--- config.mk ---
export PLATFORM = sky130hd
export DESIGN_NAME = ipv4_payload_injection_scan
export DESIGN_NICKNAME = d
export VERILOG_FILES = /design/src/hdl/ips_pkg.sv /design/src/hdl/ipv4_payload_injection_scan.sv /design/src/hdl/ips_hdr.sv /design/src/hdl/ips_scan.sv /design/src/hdl/ips_cnt.sv
export SDC_FILE = /design/constraint.sdc
export NUM_CORES = 2
export LEC_CHECK = 0
export BUFFER_PORTS_ARGS = -buffer_cell sky130_fd_sc_hd__clkbuf_2
export CAP_MARGIN = 20
export CORE_UTILIZATION = 40
export DETAILED_ROUTE_END_ITERATION = 10
export PLACE_DENSITY = 0.66
export SLEW_MARGIN = 10
export SYNTH_ARGS = -nofsm -noshare
export SYNTH_HDL_FRONTEND = slang
export SYNTH_SLANG_ARGS = --single-unit
--- constraint.sdc ---
create_clock -name clk -period 30.3 [get_ports clk]
set_clock_uncertainty 0.1 [all_clocks]
set_input_delay 6.06 -clock clk [delete_from_list [all_inputs] [get_ports clk]]
set_output_delay 6.06 -clock clk [all_outputs]
set_load 0.02 [all_outputs]
--- src/hdl/ips_pkg.sv ---
// Shared types and constants for the IPv4 payload injection scanner.
package ips_pkg;

  localparam int BYTE_W  = 8;
  localparam int LEN_W   = 16;
  localparam int TOTAL_W = 32;
  localparam int NUM_CNT = 6;
  localparam int OUT_W   = 216;

  localparam logic [LEN_W-1:0] SCAN_LIMIT_RESET = 16'd1500;
  localparam logic [LEN_W-1:0] POS_MAX          = 16'hFFFF;

  localparam logic [7:0] PROTO_TCP  = 8'd6;
  localparam logic [7:0] PROTO_UDP  = 8'd17;
  localparam logic [5:0] MIN_HDR    = 6'd20;
  localparam logic [6:0] UDP_HDR    = 7'd8;

  // Header byte offsets.
  localparam logic [LEN_W-1:0] OFS_TOTLEN_HI = 16'd2;
  localparam logic [LEN_W-1:0] OFS_TOTLEN_LO = 16'd3;
  localparam logic [LEN_W-1:0] OFS_PROTO     = 16'd9;
  localparam logic [LEN_W-1:0] OFS_UDPLEN_HI = 16'd4;
  localparam logic [LEN_W-1:0] OFS_UDPLEN_LO = 16'd5;
  localparam logic [LEN_W-1:0] OFS_TCP_DOFF  = 16'd12;

  // Pattern characters; CASE_BIT folds upper case letters onto lower case.
  localparam logic [7:0] CASE_BIT  = 8'h20;
  localparam logic [7:0] CH_DOLLAR = 8'h24;
  localparam logic [7:0] CH_LBRACE = 8'h7B;
  localparam logic [7:0] CH_J      = 8'h6A;
  localparam logic [7:0] CH_U      = 8'h75;
  localparam logic [7:0] CH_N      = 8'h6E;
  localparam logic [7:0] CH_I      = 8'h69;
  localparam logic [7:0] CH_O      = 8'h6F;

  // Tail room that a match must leave inside the window.
  localparam logic [LEN_W:0] JNDI_TAIL  = 17'd8;
  localparam logic [LEN_W:0] UNION_TAIL = 17'd2;
  localparam logic [LEN_W-1:0] JNDI_LEAD  = 16'd2;
  localparam logic [LEN_W-1:0] UNION_LEAD = 16'd4;

  // Counter bank slots.
  localparam int CNT_PACKETS = 0;
  localparam int CNT_BYTES   = 1;
  localparam int CNT_MATCHES = 2;
  localparam int CNT_BLOCKED = 3;
  localparam int CNT_EXPLOIT = 4;
  localparam int CNT_CVE     = 5;

  typedef enum logic [1:0] {
    RULE_NONE  = 2'd0,
    RULE_JNDI  = 2'd1,
    RULE_UNION = 2'd2
  } rule_t;

  // Payload window as seen by the scanner.
  typedef struct packed {
    logic             valid;
    logic [LEN_W-1:0] length;
    logic [LEN_W-1:0] start;
  } win_t;

  typedef logic [NUM_CNT-1:0][TOTAL_W-1:0] totals_t;

endpackage

--- src/hdl/ipv4_payload_injection_scan.sv ---
// Top level of the IPv4 payload injection scanner with its output stage.
//
// Packet bytes enter on the s_ channel, one byte per transfer, starting at the
// IPv4 header; s_tlast marks the final byte of a packet. The block parses the
// IPv4 header and the TCP or UDP header, derives the payload window, clamps it
// to scan_limit, and searches the window for a "${j" lookup and for the word
// "union". On the final byte of each packet one result transfer leaves on the
// m_ channel with the verdict, the rule hit, the scanned length and six
// saturating statistics counters. Other bytes produce no output.
// Throughput is one byte per cycle while s_tready is high: every byte is folded into the
// parser and matcher state in the cycle it is accepted. The result is registered: it enters
// the output register, or the skid register while the output register is still held.
// When the receiver stalls, a waiting result sits in the output register and
// bytes keep flowing; a second result lands in a skid register, and only while
// that skid register is occupied does s_tready drop.
// scan_limit is written through cfg_wr_en/cfg_wr_data and resets to 1500.
// A synchronous reset clears the packet state, the counters and the valid flags
// of both output registers.
module ipv4_payload_injection_scan #(
  parameter int COUNTER_BITS = 32
) (
  input  logic                      clk,
  input  logic                      rst,
  input  logic                      s_tvalid,
  output logic                      s_tready,
  input  logic [7:0]                s_tdata,  // [7:0] packet_byte
  input  logic                      s_tlast,  // end_of_packet
  output logic                      m_tvalid,
  input  logic                      m_tready,
  // m_tdata, lowest bit first: verdict[0], rule_hit[2:1], scanned_length[18:3],
  // total_packets[50:19], scanned_bytes[82:51], total_matches[114:83],
  // dropped_packets[146:115], exploit_hits[178:147], cve_hits[210:179], zero fill.
  output logic [ips_pkg::OUT_W-1:0] m_tdata,
  input  logic                      cfg_wr_en,
  input  logic [15:0]               cfg_wr_data
);
  import ips_pkg::*;

  logic [15:0]      scan_limit;
  logic             accept, finish, take;
  logic [15:0]      pos;
  win_t             win;
  logic [15:0]      scanned;
  logic             jndi_any, union_any;
  rule_t            rule;
  totals_t          totals;
  logic [OUT_W-1:0] res_data;
  logic             skid_valid;
  logic [OUT_W-1:0] skid_data;
  logic             load_out, load_skid;

  assign accept = s_tvalid && s_tready;
  assign finish = accept && s_tlast;
  assign take   = m_tvalid && m_tready;

  // The skid register is the only thing that can hold the input back.
  assign s_tready = !skid_valid;

  always_ff @(posedge clk) begin
    if (rst) begin
      scan_limit <= SCAN_LIMIT_RESET;
    end else if (cfg_wr_en) begin
      scan_limit <= cfg_wr_data;
    end
  end

  ips_hdr u_hdr (
    .clk        (clk),
    .rst        (rst),
    .en         (accept),
    .last       (s_tlast),
    .pkt_byte   (s_tdata),
    .scan_limit (scan_limit),
    .pos        (pos),
    .win        (win),
    .scanned    (scanned)
  );

  ips_scan u_scan (
    .clk       (clk),
    .rst       (rst),
    .en        (accept),
    .last      (s_tlast),
    .pkt_byte  (s_tdata),
    .pos       (pos),
    .win       (win),
    .jndi_any  (jndi_any),
    .union_any (union_any)
  );

  // The lookup rule wins when both patterns were seen in one packet.
  always_comb begin
    priority if (jndi_any) begin
      rule = RULE_JNDI;
    end else if (union_any) begin
      rule = RULE_UNION;
    end else begin
      rule = RULE_NONE;
    end
  end

  ips_cnt #(
    .COUNTER_BITS (COUNTER_BITS)
  ) u_cnt (
    .clk     (clk),
    .rst     (rst),
    .upd     (finish),
    .rule    (rule),
    .scanned (scanned),
    .totals  (totals)
  );

  assign res_data = {5'd0,
                     totals[CNT_CVE], totals[CNT_EXPLOIT], totals[CNT_BLOCKED],
                     totals[CNT_MATCHES], totals[CNT_BYTES], totals[CNT_PACKETS],
                     scanned, rule, (rule != RULE_NONE)};

  // A new result goes to the output register when it is free or draining,
  // and into the skid register otherwise. A finishing transfer never meets a
  // full skid register, since s_tready is low then.
  assign load_out  = finish && (!m_tvalid || take);
  assign load_skid = finish && m_tvalid && !take;

  always_ff @(posedge clk) begin
    if (rst) begin
      m_tvalid   <= 1'b0;
      skid_valid <= 1'b0;
    end else if (skid_valid && take) begin
      skid_valid <= 1'b0;
    end else if (load_out) begin
      m_tvalid <= 1'b1;
    end else if (load_skid) begin
      skid_valid <= 1'b1;
    end else if (take) begin
      m_tvalid <= 1'b0;
    end
  end

  always_ff @(posedge clk) begin
    if (skid_valid && take) begin
      m_tdata <= skid_data;
    end else if (load_out) begin
      m_tdata <= res_data;
    end
    if (load_skid) begin
      skid_data <= res_data;
    end
  end

  // The skid register only fills behind an occupied output register.
  a_skid_behind_out: assert property (@(posedge clk) disable iff (rst)
    skid_valid |-> m_tvalid) else $error("skid register holds data ahead of output");

  // After every final byte, m_tvalid is high in the following cycle.
  a_result_follows: assert property (@(posedge clk) disable iff (rst)
    finish |=> m_tvalid) else $error("final byte produced no result");

  // The verdict is drop exactly when a rule matched.
  a_verdict_rule: assert property (@(posedge clk) disable iff (rst)
    m_tvalid |-> (m_tdata[0] == (m_tdata[2:1] != RULE_NONE)))
    else $error("verdict disagrees with rule hit");

endmodule

--- src/hdl/ips_hdr.sv ---
// Header parser: byte position, IPv4 and transport fields, payload window.
module ips_hdr (
  input  logic                clk,
  input  logic                rst,
  input  logic                en,
  input  logic                last,
  input  logic [7:0]          pkt_byte,
  input  logic [15:0]         scan_limit,
  output logic [15:0]         pos,
  output ips_pkg::win_t       win,
  output logic [15:0]         scanned
);
  import ips_pkg::*;

  logic [5:0]  ihl, ihl_next, ihl_eff;
  logic [7:0]  proto, proto_next;
  logic [15:0] tot_len, tot_len_next;
  logic [5:0]  thl, thl_next, thl_new;
  logic [15:0] udp_len, udp_len_next, udp_full;
  logic [15:0] win_len, win_len_next;
  logic        win_valid, win_valid_next;
  logic [15:0] pos_next;
  logic        hdr_ok;
  logic [6:0]  tcp_hdr;
  logic [15:0] tcp_pay;
  logic        open_req;
  logic [15:0] open_len;
  logic [6:0]  start;

  always_comb begin
    ihl_eff      = (pos == '0) ? {pkt_byte[3:0], 2'b00} : ihl;
    ihl_next     = ihl_eff;
    proto_next   = (pos == OFS_PROTO) ? pkt_byte : proto;
    tot_len_next = tot_len;
    if (pos == OFS_TOTLEN_HI) tot_len_next = {pkt_byte, tot_len[7:0]};
    if (pos == OFS_TOTLEN_LO) tot_len_next = {tot_len[15:8], pkt_byte};

    hdr_ok   = (pos != '0) && (ihl_eff >= MIN_HDR);
    thl_new  = {pkt_byte[7:4], 2'b00};
    tcp_hdr  = {1'b0, ihl_eff} + {1'b0, thl_new};
    tcp_pay  = tot_len - {9'd0, tcp_hdr};
    udp_full = {udp_len[15:8], pkt_byte};

    thl_next     = thl;
    udp_len_next = udp_len;
    open_req     = 1'b0;
    open_len     = '0;
    if (hdr_ok && pos == {10'd0, ihl_eff} + OFS_TCP_DOFF) begin
      thl_next = thl_new;
      if (proto == PROTO_TCP && thl_new >= MIN_HDR && tot_len >= {9'd0, tcp_hdr}) begin
        open_req = 1'b1;
        open_len = tcp_pay;
      end
    end
    if (hdr_ok && pos == {10'd0, ihl_eff} + OFS_UDPLEN_HI) begin
      udp_len_next = {pkt_byte, udp_len[7:0]};
    end
    if (hdr_ok && pos == {10'd0, ihl_eff} + OFS_UDPLEN_LO) begin
      udp_len_next = udp_full;
      if (proto == PROTO_UDP && udp_full >= {9'd0, UDP_HDR}) begin
        open_req = 1'b1;
        open_len = udp_full - {9'd0, UDP_HDR};
      end
    end

    // A zero payload leaves the window closed.
    win_len_next   = win_len;
    win_valid_next = win_valid;
    if (open_req && open_len != '0) begin
      win_len_next   = (open_len > scan_limit) ? scan_limit : open_len;
      win_valid_next = 1'b1;
    end

    pos_next = (pos == POS_MAX) ? pos : pos + 16'd1;
    scanned  = win_valid_next ? win_len_next : '0;

    start = (proto == PROTO_TCP) ? ({1'b0, ihl} + {1'b0, thl}) : ({1'b0, ihl} + UDP_HDR);
    win   = '{valid: win_valid, length: win_len, start: {9'd0, start}};
  end

  always_ff @(posedge clk) begin
    if (rst || (en && last)) begin
      pos       <= '0;
      ihl       <= '0;
      proto     <= '0;
      tot_len   <= '0;
      thl       <= '0;
      udp_len   <= '0;
      win_len   <= '0;
      win_valid <= 1'b0;
    end else if (en) begin
      pos       <= pos_next;
      ihl       <= ihl_next;
      proto     <= proto_next;
      tot_len   <= tot_len_next;
      thl       <= thl_next;
      udp_len   <= udp_len_next;
      win_len   <= win_len_next;
      win_valid <= win_valid_next;
    end
  end

endmodule

--- src/hdl/ips_scan.sv ---
// Payload matcher: four byte history and the two rule flags.
module ips_scan (
  input  logic          clk,
  input  logic          rst,
  input  logic          en,
  input  logic          last,
  input  logic [7:0]    pkt_byte,
  input  logic [15:0]   pos,
  input  ips_pkg::win_t win,
  output logic          jndi_any,
  output logic          union_any
);
  import ips_pkg::*;

  logic [31:0] recent;
  logic        jndi_found, union_found;
  logic [15:0] k;
  logic        in_win, jndi_hit, union_hit;
  logic [7:0]  r1, r2, r3, r4, bl;

  always_comb begin
    r1 = recent[7:0];
    r2 = recent[15:8];
    r3 = recent[23:16];
    r4 = recent[31:24];
    bl = pkt_byte | CASE_BIT;
    k  = pos - win.start;
    in_win = win.valid && (pos != POS_MAX) && (pos >= win.start) && (k < win.length);
    jndi_hit = in_win && (k >= JNDI_LEAD) && (({1'b0, k} + JNDI_TAIL) < {1'b0, win.length}) &&
               (r2 == CH_DOLLAR) && (r1 == CH_LBRACE) && (bl == CH_J);
    union_hit = in_win && (k >= UNION_LEAD) &&
                (({1'b0, k} + UNION_TAIL) < {1'b0, win.length}) &&
                ((r4 | CASE_BIT) == CH_U) && ((r3 | CASE_BIT) == CH_N) &&
                ((r2 | CASE_BIT) == CH_I) && ((r1 | CASE_BIT) == CH_O) && (bl == CH_N);
    jndi_any  = jndi_found || jndi_hit;
    union_any = union_found || union_hit;
  end

  always_ff @(posedge clk) begin
    if (rst || (en && last)) begin
      recent      <= '0;
      jndi_found  <= 1'b0;
      union_found <= 1'b0;
    end else if (en) begin
      recent      <= {recent[23:0], pkt_byte};
      jndi_found  <= jndi_any;
      union_found <= union_any;
    end
  end

  // A flag is only ever raised inside an open window, and both clear together.
  a_jndi_in_window: assert property (@(posedge clk) disable iff (rst)
    jndi_found |-> win.valid) else $error("jndi flag set without a window");
  a_union_in_window: assert property (@(posedge clk) disable iff (rst)
    union_found |-> win.valid) else $error("union flag set without a window");

endmodule

--- src/hdl/ips_cnt.sv ---
// Saturating statistics counters, updated once per finished packet.
module ips_cnt #(
  parameter int COUNTER_BITS = 32
) (
  input  logic             clk,
  input  logic             rst,
  input  logic             upd,
  input  ips_pkg::rule_t   rule,
  input  logic [15:0]      scanned,
  output ips_pkg::totals_t totals
);
  import ips_pkg::*;

  localparam logic [COUNTER_BITS-1:0] CNT_MAX = '1;

  logic [COUNTER_BITS-1:0] bank      [NUM_CNT];
  logic [COUNTER_BITS-1:0] bank_next [NUM_CNT];
  logic [15:0]             amount    [NUM_CNT];
  logic [COUNTER_BITS:0]   sum       [NUM_CNT];
  logic [COUNTER_BITS+31:0] wide     [NUM_CNT];
  logic                    hit;

  always_comb begin
    hit = (rule != RULE_NONE);
    amount[CNT_PACKETS] = 16'd1;
    amount[CNT_BYTES]   = scanned;
    amount[CNT_MATCHES] = {15'd0, hit};
    amount[CNT_BLOCKED] = {15'd0, hit};
    amount[CNT_EXPLOIT] = {15'd0, rule == RULE_UNION};
    amount[CNT_CVE]     = {15'd0, rule == RULE_JNDI};
    for (int i = 0; i < NUM_CNT; i++) begin
      sum[i] = {1'b0, bank[i]} + {{(COUNTER_BITS - 15){1'b0}}, amount[i]};
      bank_next[i] = (sum[i] >= {1'b0, CNT_MAX}) ? CNT_MAX : sum[i][COUNTER_BITS-1:0];
      wide[i] = {32'd0, bank_next[i]};
      totals[i] = wide[i][31:0];
    end
  end

  always_ff @(posedge clk) begin
    if (rst) begin
      for (int i = 0; i < NUM_CNT; i++) bank[i] <= '0;
    end else if (upd) begin
      for (int i = 0; i < NUM_CNT; i++) bank[i] <= bank_next[i];
    end
  end

  // Every flagged packet is both a match and a block, so the two stay equal.
  a_match_eq_block: assert property (@(posedge clk) disable iff (rst)
    bank[CNT_MATCHES] == bank[CNT_BLOCKED]) else $error("match and block counts diverged");

endmodule

# Yosys cells after proc, flatten, opt, wreduce, memory -nomap -nowiden
# Memory sizes are Yosys's and may differ from the RTL's.
# Index checks and enable logic that the tools add are counted.
[totals] regBits=549 mem_bits_rw=192 out_inout_bits=218 elab_cells=176 mem_count=1
[op_classes] addsub=18 magnitude_cmp=17 n_eq_ne=21 mux=39 n_bitwise=11 reduce_logical=52
[memory_table] memory="u_cnt.bank" words=6 width=32 rd=6 rd_clocked_by_memory_dff=0 wr=6 line="ips_cnt.sv:16" text="logic [COUNTER_BITS-1:0] bank [NUM_CNT];"
[op_table] cell="$mux 211" n=2
[op_table] cell="$mux 32" n=12
[op_table] cell="$ge 33x32->1 const B" n=6
[op_table] cell="$add 32x1->33" n=4
[op_table] cell="$mux 16" n=7
[op_table] cell="$eq 16x16->1" n=3
[op_table] cell="$eq 7x6->1 const B" n=6
[op_table] cell="$lt 17x16->1" n=2
[op_table] cell="$add 32x1->33 const B" n=1
[op_table] cell="$add 32x16->33" n=1
[op_table] cell="$eq 16x2->1 const B" n=2
[op_table] cell="$ge 16x7->1" n=2
[op_table] cell="$reduce_bool 16->1" n=2
[op_table] cell="$sub 16x7->16" n=2
[op_table] cell="$logic_and 1x1->1" n=30
[op_table] cell="$add 16x2->17 const B" n=1
[op_table] cell="$add 16x4->17 const B" n=1
[op_table] cell="$add 16x1->16 const B" n=1
[op_table] cell="$eq 16x16->1 const B" n=1
[op_table] cell="$eq 16x4->1 const B" n=1
[op_table] cell="$ge 16x2->1 const B" n=1
[op_table] cell="$ge 16x3->1 const B" n=1
[op_table] cell="$ge 16x4->1 const B" n=1
[op_table] cell="$gt 16x16->1" n=1
[op_table] cell="other kinds (28)" n=67

# Longest topological paths before layout
[logic_depth] depth_word=21 depth_mapped=51 ltp_nobuf=45

# Cells and area by module
# A second synthesis with hierarchy kept.
[hier_totals] hier_cells=3454 hier_area_um2=40443.8
[modules_own_cells] mod="ipv4_payload_injection_scan" n_inst=1 cells_per_inst=731 area_each_um2=16742.3 seq_area_each_um2=13032.5
[modules_own_cells] mod="ips_cnt" n_inst=1 cells_per_inst=1418 area_each_um2=12872.3 seq_area_each_um2=5765.5
[modules_own_cells] mod="ips_hdr" n_inst=1 cells_per_inst=810 area_each_um2=6723.9 seq_area_each_um2=1501.4
[modules_own_cells] mod="ips_scan" n_inst=1 cells_per_inst=495 area_each_um2=4105.2 seq_area_each_um2=640.6

# Least setup slack after synthesis
# OpenSTA, ideal clock, no wires.
[synth_path] kind="input to register" from="input port s_tvalid" to="register skid_data[0], enable pin" arrival_ns=21.908 required_time_ns=29.109 setup_slack_ns=7.202 path_stages=4 path_buffers=1 path_cell_list="nor2b_1 -> clkbuf_1 -> nand2_1 -> nor3b_1"
[synth_between] elab_chain_len=4
[synth_lines] element="start, declared" line="ipv4_payload_injection_scan.sv:24" text="input logic s_tvalid,"
[synth_lines] element="$logic_and 1x1->1" line="ipv4_payload_injection_scan.sv:52" text="assign accept = s_tvalid && s_tready;"
[synth_lines] element="$logic_and 1x1->1" line="ipv4_payload_injection_scan.sv:53" text="assign finish = accept && s_tlast;"
[synth_lines] element="$logic_and 1x1->1 (2 in series)" line="ipv4_payload_injection_scan.sv:122" text="assign load_skid = finish && m_tvalid && !take;"
[synth_lines] element="named net load_skid" line="ipv4_payload_injection_scan.sv:50" text="logic load_out, load_skid;"
[synth_lines] element="end signal, assigned" line="ipv4_payload_injection_scan.sv:146" text="skid_data <= res_data;"
[synth_lines] element="end, declared" line="ipv4_payload_injection_scan.sv:49" text="logic [OUT_W-1:0] skid_data;"
# The timed path passes the listed nets, and every way through them passes these cells.
# A chain may end at the register's enable or synchronous reset.

# Final worst setup path
[layout_path] from="input port s_tdata[2]" to="register m_tdata[71] (netlist name) (data pin)"
[layout_between] elab_chain_len=17
[layout_lines] element="start, declared" line="ipv4_payload_injection_scan.sv:26" text="input logic [7:0] s_tdata,"
[layout_lines] element="$mux 6 *" line="ips_hdr.sv:31" text="ihl_eff = (pos == '0) ? {pkt_byte[3:0], 2'b00} : ihl;"
[layout_lines] element="named net u_hdr.ihl_eff[4]" line="ips_hdr.sv:15" text="logic [5:0] ihl, ihl_next, ihl_eff;"
[layout_lines] element="$add 6x6->7" line="ips_hdr.sv:40" text="tcp_hdr = {1'b0, ihl_eff} + {1'b0, thl_new};"
[layout_lines] element="$ge 16x7->1" line="ips_hdr.sv:50" text="if (proto == PROTO_TCP && thl_new >= MIN_HDR && tot_len >= {9'd0, tcp_hdr}) begin"
[layout_lines] element="$logic_and 1x1->1" line="ips_hdr.sv:50"
[layout_lines] element="$mux 16" line="ips_hdr.sv:50"
[layout_lines] element="$mux 16" line="ips_hdr.sv:48" text="if (hdr_ok && pos == {10'd0, ihl_eff} + OFS_TCP_DOFF) begin"
[layout_lines] element="$mux 16" line="ips_hdr.sv:60" text="if (proto == PROTO_UDP && udp_full >= {9'd0, UDP_HDR}) begin"
[layout_lines] element="[... 3 more ...]"
[layout_lines] element="$mux 16 / $mux 1 (equally long branches)" line="ips_hdr.sv:69" text="if (open_req && open_len != '0) begin"
[layout_lines] element="$mux 16 *" line="ips_hdr.sv:75" text="scanned = win_valid_next ? win_len_next : '0;"
[layout_lines] element="named net res_data[3]" line="ipv4_payload_injection_scan.sv:47" text="logic [OUT_W-1:0] res_data;"
[layout_lines] element="$add 32x16->33 *" line="ips_cnt.sv:32" text="sum[i] = {1'b0, bank[i]} + {{(COUNTER_BITS - 15){1'b0}}, amount[i]};"
[layout_lines] element="$ge 33x32->1" line="ips_cnt.sv:33" text="bank_next[i] = (sum[i] >= {1'b0, CNT_MAX}) ? CNT_MAX : sum[i][COUNTER_BITS-1:0];"
[layout_lines] element="$mux 32 *" line="ips_cnt.sv:33"
[layout_lines] element="$mux 211 *" line="ipv4_payload_injection_scan.sv:142" text="end else if (load_out) begin"
[layout_lines] element="$mux 211 *" line="ipv4_payload_injection_scan.sv:140" text="if (skid_valid && take) begin"
[layout_lines] element="end signal, assigned" line="ipv4_payload_injection_scan.sv:141" text="m_tdata <= skid_data;"
[layout_lines] element="end signal, assigned" line="ipv4_payload_injection_scan.sv:143" text="m_tdata <= res_data;"
[layout_lines] element="end, declared" line="ipv4_payload_injection_scan.sv:33" text="output logic [ips_pkg::OUT_W-1:0] m_tdata,"
# Mark *: on every way through the listed nets, which the timed path passes. The rest lies on a longest branch. The select of a mux whose other input is x is not followed.

==> reports/metrics.json <==
{
  "outcome": {"value": "completed"},
  "fin_nets": {"value": 4135},
  "netlist_top_cells_count": {"value": "sky130_fd_sc_hd__nor2_1, sky130_fd_sc_hd__edfxtp_1, sky130_fd_sc_hd__a21oi_1"},
  "tns": {"value": 0, "unit": "ns"},
  "num-fill-cells": {"value": 8947},
  "startpoint_type": {"value": "input port"},
  "detailedRoute.firstPassIterationCount": {"value": 6},
  "worst_path_most_repeated_cell": {"value": "sky130_fd_sc_hd__a21oi_1"},
  "final_cell_count_no_fill": {"value": 5313},
  "leakage": {"value": 17.0, "unit": "nW"},
  "timing.fmax": {"value": 0.0655, "unit": "GHz"},
  "power.density_cell_area": {"value": 55.3, "unit": "mW/mm^2"},
  "netlist-cell-type-count": {"value": 92},
  "yosys_warnings": {"value": 0},
  "synth_area_leader_cell": {"value": "sky130_fd_sc_hd__edfxtp_1"},
  "min_path_cells": {"value": 2},
  "cts_hold_buffers": {"value": 0},
  "grtUsageTotal": {"value": 20.0, "unit": "%"},
  "cts_resized": {"value": 0},
  "worstReg2RegEnd": {"value": "m_tdata[71]$_DFFE_PP_"},
  "placementRows": {"value": 113},
  "cts-buffers-inserted": {"value": 83},
  "postSynthRegisterBits": {"value": 739},
  "floorplan.initialDensity": {"value": 40.3, "unit": "%"},
  "slew_violations": {"value": 0},
  "setup-violations-final": {"value": 0},
  "proportion_of_layout_cells_with_a_drive_suffix_above_1": {"value": 11.6, "unit": "%"},
  "areaGrowthSynthToFinish": {"value": 13.5, "unit": "%"},
  "reg2reg_setup_slack": {"value": 19.35, "unit": "ns"},
  "clk_pin_slew_worst_paths": {"value": 0.06, "unit": "ns"},
  "wl_per_cell": {"value": 18.6, "unit": "microns"},
  "post_cts.repair.setup_buffers": {"value": 0},
  "cts_htree_levels": {"value": 3},
  "grt_setup_unrepaired": {"value": "false"},
  "floorplan.die_area": {"value": 0.0969, "unit": "sq mm"},
  "grt_overflow": {"value": 0},
  "detail_route.drc_violations": {"value": 0},
  "period_share": {"value": 50.4, "unit": "%"},
  "synth_seq_area_share": {"value": 54.7, "unit": "%"},
  "tritoncts": {"value": "yes"},
  "worst_path_required_time": {"value": 30.57, "unit": "ns"},
  "antenna-diode-count": {"value": 0},
  "numPlacedInstances": {"value": 5152},
  "vias": {"value": 28300},
  "critPathMaxFanout": {"value": 18},
  "cp_data_arrival_time": {"value": 15.54, "unit": "ns"},
  "hold_path.startpoint": {"value": "u_scan.recent[24]$_SDFFE_PP0P_"},
  "multi_input_comb_area": {"value": 0.0156, "unit": "sq mm"},
  "port_buffers": {"value": 242},
  "end_kind": {"value": "flop"},
  "r2r-start": {"value": "u_hdr.pos[10]$_SDFFE_PP0P_"},
  "dp_slack": {"value": 14.41, "unit": "ns"},
  "max_stage_delay": {"value": 0.86, "unit": "ns"},
  "synth.most_common_cell": {"value": "sky130_fd_sc_hd__nor2_1"},
  "worst_slew_margin_rel": {"value": 30.9, "unit": "%"},
  "postRouteAntennaNets": {"value": 0},
  "drv.max_cap_violation_count": {"value": 0},
  "clockBufferDepth": {"value": 3},
  "synth_area": {"value": 0.0383, "unit": "sq mm"},
  "syn_avg_cell_area": {"value": 10.1, "unit": "sq um"},
  "synth_cells": {"value": 3801},
  "horizontal_die_dimension": {"value": 311, "unit": "microns"},
  "top_level_ports": {"value": 248},
  "synth_top_cell_area_share": {"value": 48.2, "unit": "%"},
  "gp_routability_congestion": {"value": 0.913},
  "clock_insertion_delay_worst_skew": {"value": 0.66, "unit": "ns"},
  "synth_enable_flop_cells": {"value": 614},
  "grt_antenna_before_repair": {"value": 2},
  "synth.top_cells.by_area": {"value": "sky130_fd_sc_hd__edfxtp_1, sky130_fd_sc_hd__nor2_1, sky130_fd_sc_hd__dfxtp_1, sky130_fd_sc_hd__a21oi_1, sky130_fd_sc_hd__ha_1"},
  "final.min_clock_period": {"value": 15.27, "unit": "ns"},
  "cts-root-buf": {"value": "sky130_fd_sc_hd__clkbuf_16"},
  "final_hold_viol_count": {"value": 0},
  "grt_max_degree": {"value": 155},
  "clkSinkCount": {"value": 739},
  "worstMarginPinSlew": {"value": 1.03, "unit": "ns"},
  "drtIter0Drc": {"value": 2304},
  "yosys_most_used_dff": {"value": "sky130_fd_sc_hd__edfxtp_1"},
  "crit_path_top_delay_cell": {"value": "sky130_fd_sc_hd__a211oi_1"},
  "final-seq-area": {"value": 0.0209, "unit": "sq mm"},
  "r2r_cells": {"value": 42},
  "global_route_wire_length_before_repair": {"value": 153, "unit": "mm"},
  "asyncSetResetFlopFracSynth": {"value": 0, "unit": "%"},
  "setup_slack": {"value": 15.03, "unit": "ns"},
  "vdd_ir_drop_max": {"value": 0.0000402, "unit": "V"},
  "worstSetupPathType": {"value": "input port to flop"},
  "vias_in_the_first_global_route": {"value": 26700},
  "hold_end": {"value": "u_scan.recent[24]$_SDFFE_PP0P_"},
  "die_y": {"value": 311, "unit": "microns"},
  "avgViaCountPerCell": {"value": 5.32},
  "routed_wirelength": {"value": 98.8, "unit": "mm"},
  "core_region_area": {"value": 0.0949, "unit": "sq mm"},
  "min_path_type": {"value": "flop to flop"},
  "detailed_place_hpwl": {"value": 66.5, "unit": "mm"}
}
==> per-layer routing <==
layer | wire length [microns] | part of all wire (%) | track usage (%)
met1 | 44900 | 45 | 27.7
met2 | 45900 | 46 | 31.9
met3 | 5530 | 5.6 | 3.09
met4 | 2460 | 2.5 | 6.66
met5 | 31 | 0.031 | 0
==> stage by stage <==
step / util (%) / instance area (sq um) / hold slack (ns) / power [mW]
after floorplan: - / 38300 / 0.331 / 1.34
after global placement: 42.7 / 40500 / 0.343 / 1.39
after detailed placement: 42.7 / 40600 / 0.347 / 1.39
after CTS: 45.7 / 43300 / 0.357 / 2.43
after global routing: 45.8 / 43400 / 0.385 / 2.49
final: 45.8 / 43400 / 0.357 / 2.40
==> cell families after synthesis <==
group,count (synthesis),synth area share [%]
compound gates,644,9.97
flops,739,54.7
buf+inv,444,4.62
simple gates,1504,18.2
other cells,1,0.00980
mux,88,2.40
xor+xnor,253,5.81
fa+ha+maj,128,4.28
==> state kept, by name (all words and copies together), names as in the netlist <==
register,count
u_hdr.win_valid,1
u_scan.union_found,1
u_hdr.thl,4
u_scan.recent,30
skid_valid,1
skid_data,211
u_hdr.pos,16
scan_limit,16
m_tvalid,1
u_hdr.proto,8
u_hdr.udp_len,8
u_hdr.win_len,16
u_scan.jndi_found,1
u_cnt.bank,192
m_tdata,211
u_hdr.tot_len,16
u_hdr.ihl,6
==> how the worst max path moves through the flow <==
| stage | startpoint | endpoint | slack (ns) | depth (start not counted) |
|---|---|---|---|---|
| finish | s_tdata[2] | m_tdata[71]$_DFFE_PP_ | 15.03 | 39 |
| global route | s_tdata[0] | m_tdata[71]$_DFFE_PP_ | 14.24 | 43 |
| CTS | s_tdata[2] | m_tdata[71]$_DFFE_PP_ | 15.11 | 39 |
| detailed placement | s_tdata[2] | m_tdata[79]$_DFFE_PP_ | 14.41 | 39 |
| global placement | s_tdata[0] | m_tdata[71]$_DFFE_PP_ | 14.56 | 42 |
| floorplan | s_tvalid | skid_data[0]$_DFFE_PP_ | 7.20 | 4 |
==> report_power, final <==
part | internal (mW) | switching [mW] | total (mW)
logic | 0.0684 | 0.136 | 0.204
registers | 1.14 | 0.0298 | 1.17
clock network | 0.579 | 0.447 | 1.03
total | 1.79 | 0.612 | 2.40
==> worst max-delay path, delay by kind of cell <==
kind,cells,cell delay (ns)
AOI/OAI and AO/OA,16,3.66
buffers and inverters,4,0.79
and+or+nand+nor,12,3.11
xor gates and xnor gates,2,0.35
adders and majority gates,5,1.55
==> layout by cell type, fill, tap and decap left out, drive strengths merged, types with 8 or more instances in the layout <==
master / n
buf: 33
nand4b: 9
a21o: 26
xor2: 96
or3: 21
a211oi: 11
nor4b: 13
clkbuf: 339
and2: 30
o22ai: 17
nand2: 311
nand2b: 15
and3: 41
a21oi: 318
nand4: 64
mux2: 19
dfxtp: 125
o211ai: 17
nor3: 61
a31oi: 48
a41o: 8
edfxtp: 614
xnor2: 157
nand3: 143
clkinvlp: 8
ha: 123
or4: 10
mux2i: 68
nor4: 37
or2: 11
o31ai: 11
nor2: 671
o21ai: 109
and4: 22
nand3b: 16
nor2b: 15
o21a: 16
clkinv: 38
inv: 262
==> layout make-up <==
cell class	count	area share, %
Multi-Input combinational cell	2622	36.0
Clock inverter	60	1.41
Inverter	255	2.22
Clock buffer	96	4.95
Sequential cell	739	48.2
Tap cell	1265	3.65
Timing Repair Buffer	276	3.53
(Power assumes the default switching activity.)
